### config.mk
export PLATFORM = sky130hd
export DESIGN_NAME = mae_ctrl
export DESIGN_NICKNAME = d
export VERILOG_FILES = /design/src/mae_pkg.sv /design/src/mae_ctrl.sv
export SDC_FILE = /design/constraint.sdc
export NUM_CORES = 1
export LEC_CHECK = 0
export BUFFER_PORTS_ARGS = -buffer_cell sky130_fd_sc_hd__buf_2
export CELL_PAD_IN_SITES_DETAIL_PLACEMENT = 0
export CELL_PAD_IN_SITES_GLOBAL_PLACEMENT = 1
export CORE_MARGIN = 1
export CORE_UTILIZATION = 34
export CTS_CLUSTER_DIAMETER = 30
export CTS_CLUSTER_SIZE = 14
export DETAILED_ROUTE_END_ITERATION = 8
export PLACE_DENSITY_LB_ADDON = 0.1
export SYNTH_ARGS = -nofsm -noshare
export SYNTH_HDL_FRONTEND = slang
export SYNTH_SLANG_ARGS = --single-unit
### constraint.sdc
create_clock -name clk_i -period 1.45 [get_ports clk_i]
set_input_delay 0.3625 -clock clk_i [delete_from_list [all_inputs] [get_ports clk_i]]
set_output_delay 0.3625 -clock clk_i [all_outputs]
set_load 0.01 [all_outputs]
### src/mae_pkg.sv
// Shared types and constants for the monotonic alignment expectation block.
// No dependencies; used by the controller, the datapath and the top level.
package mae_pkg;

  localparam int FRAC_BITS   = 30;
  localparam int DATA_W      = FRAC_BITS + 1;
  localparam int SCAN_W      = 64;
  localparam int MUL_W       = 2 * DATA_W;
  localparam int DIV_W       = 2 * FRAC_BITS + 1;
  localparam int ACC_W       = MUL_W + DATA_W;
  localparam int ROW_LEN_W   = 11;
  localparam int CFG_IDX_W   = 1;
  localparam int CFG_DATA_W  = 31;
  localparam int MAX_ROW_DEF = 1024;
  localparam int DIV_CNT_W   = $clog2(DIV_W);

  localparam logic [DATA_W-1:0] ONE_Q = DATA_W'(1) << FRAC_BITS;

  localparam logic [ROW_LEN_W-1:0] ROW_LEN_RST = ROW_LEN_W'(1024);
  localparam logic [DATA_W-1:0]    EPS_RST     = DATA_W'(1074);

  localparam logic [CFG_IDX_W-1:0] REG_ROW_LENGTH = CFG_IDX_W'(0);
  localparam logic [CFG_IDX_W-1:0] REG_EPS_FLOOR  = CFG_IDX_W'(1);

  typedef struct packed {
    logic accept;
    logic rd;
    logic load;
    logic div_step;
    logic add;
    logic mul_lo;
    logic mul_hi;
    logic finish;
  } mae_cmd_t;

  typedef struct packed {
    logic out_full;
  } mae_sts_t;

endpackage

### src/mae_ctrl.sv
// Sequencing controller for the monotonic alignment expectation block.
// Depends on mae_pkg; drives commands into mae_dp.
module mae_ctrl import mae_pkg::*; (
  input  logic     clk_i,
  input  logic     rst_ni,
  input  logic     in_valid_i,
  output logic     in_ready_o,
  input  mae_sts_t sts_i,
  output mae_cmd_t cmd_o
);

  localparam logic [2:0] S_IDLE = 3'd0;
  localparam logic [2:0] S_READ = 3'd1;
  localparam logic [2:0] S_LOAD = 3'd2;
  localparam logic [2:0] S_DIV  = 3'd3;
  localparam logic [2:0] S_ADD  = 3'd4;
  localparam logic [2:0] S_MLO  = 3'd5;
  localparam logic [2:0] S_MHI  = 3'd6;
  localparam logic [2:0] S_FIN  = 3'd7;

  logic [2:0]           state_q, state_d;
  logic [DIV_CNT_W-1:0] cnt_q, cnt_d;

  assign in_ready_o = (state_q == S_IDLE);

  always_comb begin
    state_d = state_q;
    cnt_d   = cnt_q;
    cmd_o   = '0;
    unique case (state_q)
      S_IDLE: begin
        if (in_valid_i) begin
          cmd_o.accept = 1'b1;
          state_d      = S_READ;
        end
      end
      S_READ: begin
        cmd_o.rd = 1'b1;
        state_d  = S_LOAD;
      end
      S_LOAD: begin
        cmd_o.load = 1'b1;
        cnt_d      = '0;
        state_d    = S_DIV;
      end
      S_DIV: begin
        cmd_o.div_step = 1'b1;
        cnt_d          = cnt_q + 1'b1;
        if (cnt_q == DIV_CNT_W'(DIV_W - 1)) begin
          state_d = S_ADD;
        end
      end
      S_ADD: begin
        cmd_o.add = 1'b1;
        state_d   = S_MLO;
      end
      S_MLO: begin
        cmd_o.mul_lo = 1'b1;
        state_d      = S_MHI;
      end
      S_MHI: begin
        cmd_o.mul_hi = 1'b1;
        state_d      = S_FIN;
      end
      S_FIN: begin
        if (!sts_i.out_full) begin
          cmd_o.finish = 1'b1;
          state_d      = S_IDLE;
        end
      end
      default: state_d = S_IDLE;
    endcase
  end

  always_ff @(posedge clk_i or negedge rst_ni) begin
    if (!rst_ni) begin
      state_q <= S_IDLE;
      cnt_q   <= '0;
    end else begin
      state_q <= state_d;
      cnt_q   <= cnt_d;
    end
  end

endmodule

==> impl_results.md <==
* Design Area, Final at 1033 µm²
* Type of the tightest min-delay check: in -> async
* RD Place Congestion at 0.7274
* Root Buffer: clkbuf_4
* Wire per inst at 12.82 µm
* Vias in the first global route at 513
* CTS tree: done
* Post-Synth Adder-Cell Area at 0.1290
* Power Dens Cells at roughly 440 nW/µm²
* Slew Limit Fails at 0
* Remaining DRCs at 0
* Drt initial violations at 5
* Highest-delay cell along the critical path: dfrtp_1
* Mux contribution to synthesized area at 0.03656
* # setup viols final at 15
* Ant diodes at 0
* CTS max path bufs at 2
* GR Util All Layers at 0.1696
* Final hold viol count at 0
* Worst Tran Pin Value at approximately 0.26 ns
* Die Width at 43.37 µm
* Critical Path AT at ~1.3 ns
* Worst vdd ir at 0.0004391 V
* CP Max Fanout at 3
* Final worst slack at -0.2424 ns
* Clock latency on the worst-skew pair at 0.26 ns
* Cells after Synth at between 60 and 70
* Nets at 111
* Fillers at about 130
* Total power draw at 0.4556 mW
* Yosys cell types at 25
* Post-Synth Simple-Gate Area at 0.2516
* CP Class: reg -> out
* Async SR Flop Fraction at 1.000
* Syn_nets at 72
* Ys Warns at 0
* Gr ovfl total at 0
* CTS sink count at 9
* Chip height at 43.37 µm
* Fin cells at 116
* Most used DFF post-synth: dfrtp_1
* Status: finished with violations
* Initial antenna violation count at 0
* Worst path required time at 1.09 ns
* Clock Skew at 0.006417 ns
* Reg clk slew, reported paths at 0.06 ns
* Seq/Total Area, Yosys at 0.3871
* I/O pins at 13
* Count of nets left with antenna violations after detail routing at 0
* Vias per cell at 4.888
* Tmin final at roughly 1.7 ns
* LEAKAGE at 0.5189 nW
* Fin crit share at 1.167
* DR vias at about 570
* Max-slew headroom at 0.8284
* Max Clock Freq at 0.5909 GHz
* Most frequent cells in the layout: 13 x buf_6, 13 x buf_4, 8 x dfrtp_1, 8 x buf_2, 6 x o21ai_1
* Placed cell area at ~760 µm²
* Max_cap viols at 0
* Worst-path cell chain: inv_2 -> ha_2 -> buf_4 -> and2_1 -> buf_2
* Initial Utilization at 0.3732
* Synth-to-Final Area Change at 77.63%
* TritonCTS Buffers at 3
* Input/output buffers at 12
* Share of post-route cells with drive strength above 1 at 0.5900
* Slowest Stage Delay on Critical Path at 0.40 ns
* Dpl ws at -0.1009 ns
* Final hold slack at around 0.5 ns
* H-tree depth at 1
* Pre-antenna DRT Iters at 3
* Die area at roughly 1900 µm²
* Unrepaired setup endpoints after global routing: yes
* Inst Count DP at 100
* Core Region at roughly 1600 µm²
* Largest family of logic cells by synthesized area: simple AND/OR/NAND/NOR gates
* Compound-Gate Fraction of Synth Area at 0.1527
* Flops & latches, synth at 9
* Failing checks: setup timing
* Netlist Area Pre-Place at 581.8 µm²
* Post-synth EDFFs at 0
* Final core area utilization at 0.6629
* Avg Synthesized Cell Area at 9.384 µm²
* Hpwl dp at around 950 µm
* TNS Setup at -1.968 ns
* Post-synthesis xor/xnor area fraction at 0
* Largest net degree at the start of global routing at 11
* CP endpoint kind: primary output
* WL final at 1.487 mm
* First-pass GRT wire length at 2.270 mm
* CP startpoint kind: flop
* Row count at 14
## timing repair
action                     CTS  global route
hold endpoints to repair     9             0
pin swaps                    2             9
hold buffers                 1             0
gates cloned                 0             0
gates resized for setup     24            18
setup endpoints to repair   12            18
buffers inserted             5             8
## state kept, by name (all words and copies together), names as in the netlist
register  cells
cnt_q         6
state_q       3
## critical path, delay by kind of cell (launching register included)
kind          cells  cell delay [ns]
fa+ha+maj         1             0.19
buf+inv           3             0.34
flops             1             0.40
simple gates      1             0.14
## Yosys cell counts (all sizes together) (2+ instances only)
cell | number | area (µm²)
nand2 | 4 | 17.52
nor2b | 3 | 18.77
nand4 | 2 | 12.51
and2 | 4 | 25.02
nand2b | 3 | 18.77
o21ai | 8 | 40.04
inv | 4 | 15.01
dfrtp | 9 | 225.2
nand3 | 4 | 20.02
nor2 | 3 | 11.26
ha | 6 | 75.07
## final timing paths
check / start / to / slack, ns / cells past startpoint
setup reg to reg: state_q[1]$_DFFE_PN0P_ / state_q[1]$_DFFE_PN0P_ / -0.14 / 7
hold reg to reg: cnt_q[5]$_DFFE_PN0P_ / cnt_q[5]$_DFFE_PN0P_ / 0.49 / 1
setup / recovery: state_q[0]$_DFFE_PN0P_ / cmd_o[1] / -0.24 / 5
max in group asynchronous: rst_ni / state_q[1]$_DFFE_PN0P_ / 0.76 / 2
min in group clk_i: sts_i / state_q[2]$_DFFE_PN0P_ / 0.49 / 4
hold / removal: rst_ni / state_q[2]$_DFFE_PN0P_ / 0.49 / 2
## cell type report
type / instances / area (µm²) / area share
Timing Repair Buffer: 35 / 294.0 / 0.2845
Tap cell: 16 / 20.02 / 0.01937
Multi-Input combinational cell: 47 / 442.9 / 0.4286
Inverter: 5 / 23.77 / 0.02300
Clock buffer: 4 / 26.28 / 0.02542
Sequential cell: 9 / 226.5 / 0.2191
## cell families after synthesis
kind of cell    after synthesis
simple gates                 26
fa+ha+maj                     6
buf+inv                       6
mux                           2
compound gates               13
flops                         9
## routing by layer
layer | vias up | global-route usage | wire, µm
li1 | 289 | - | -
met1 | 269 | 0.2454 | 743
met2 | 9 | 0.2333 | 679
met3 | 0 | 0.07500 | 65
met4 | 0 | 0.03750 | 0
met5 | - | 0 | 0
## power breakdown
group	leakage (nW)	switching [mW]	internal (mW)	total [mW]
Sequential	0.0916	0	0.251	0.251
Clock	0.0150	0.0841	0.106	0.190
Combinational	0.412	0.00727	0.00726	0.0145
Total	0.519	0.0914	0.364	0.456
Power figures use the tool's default switching activity.
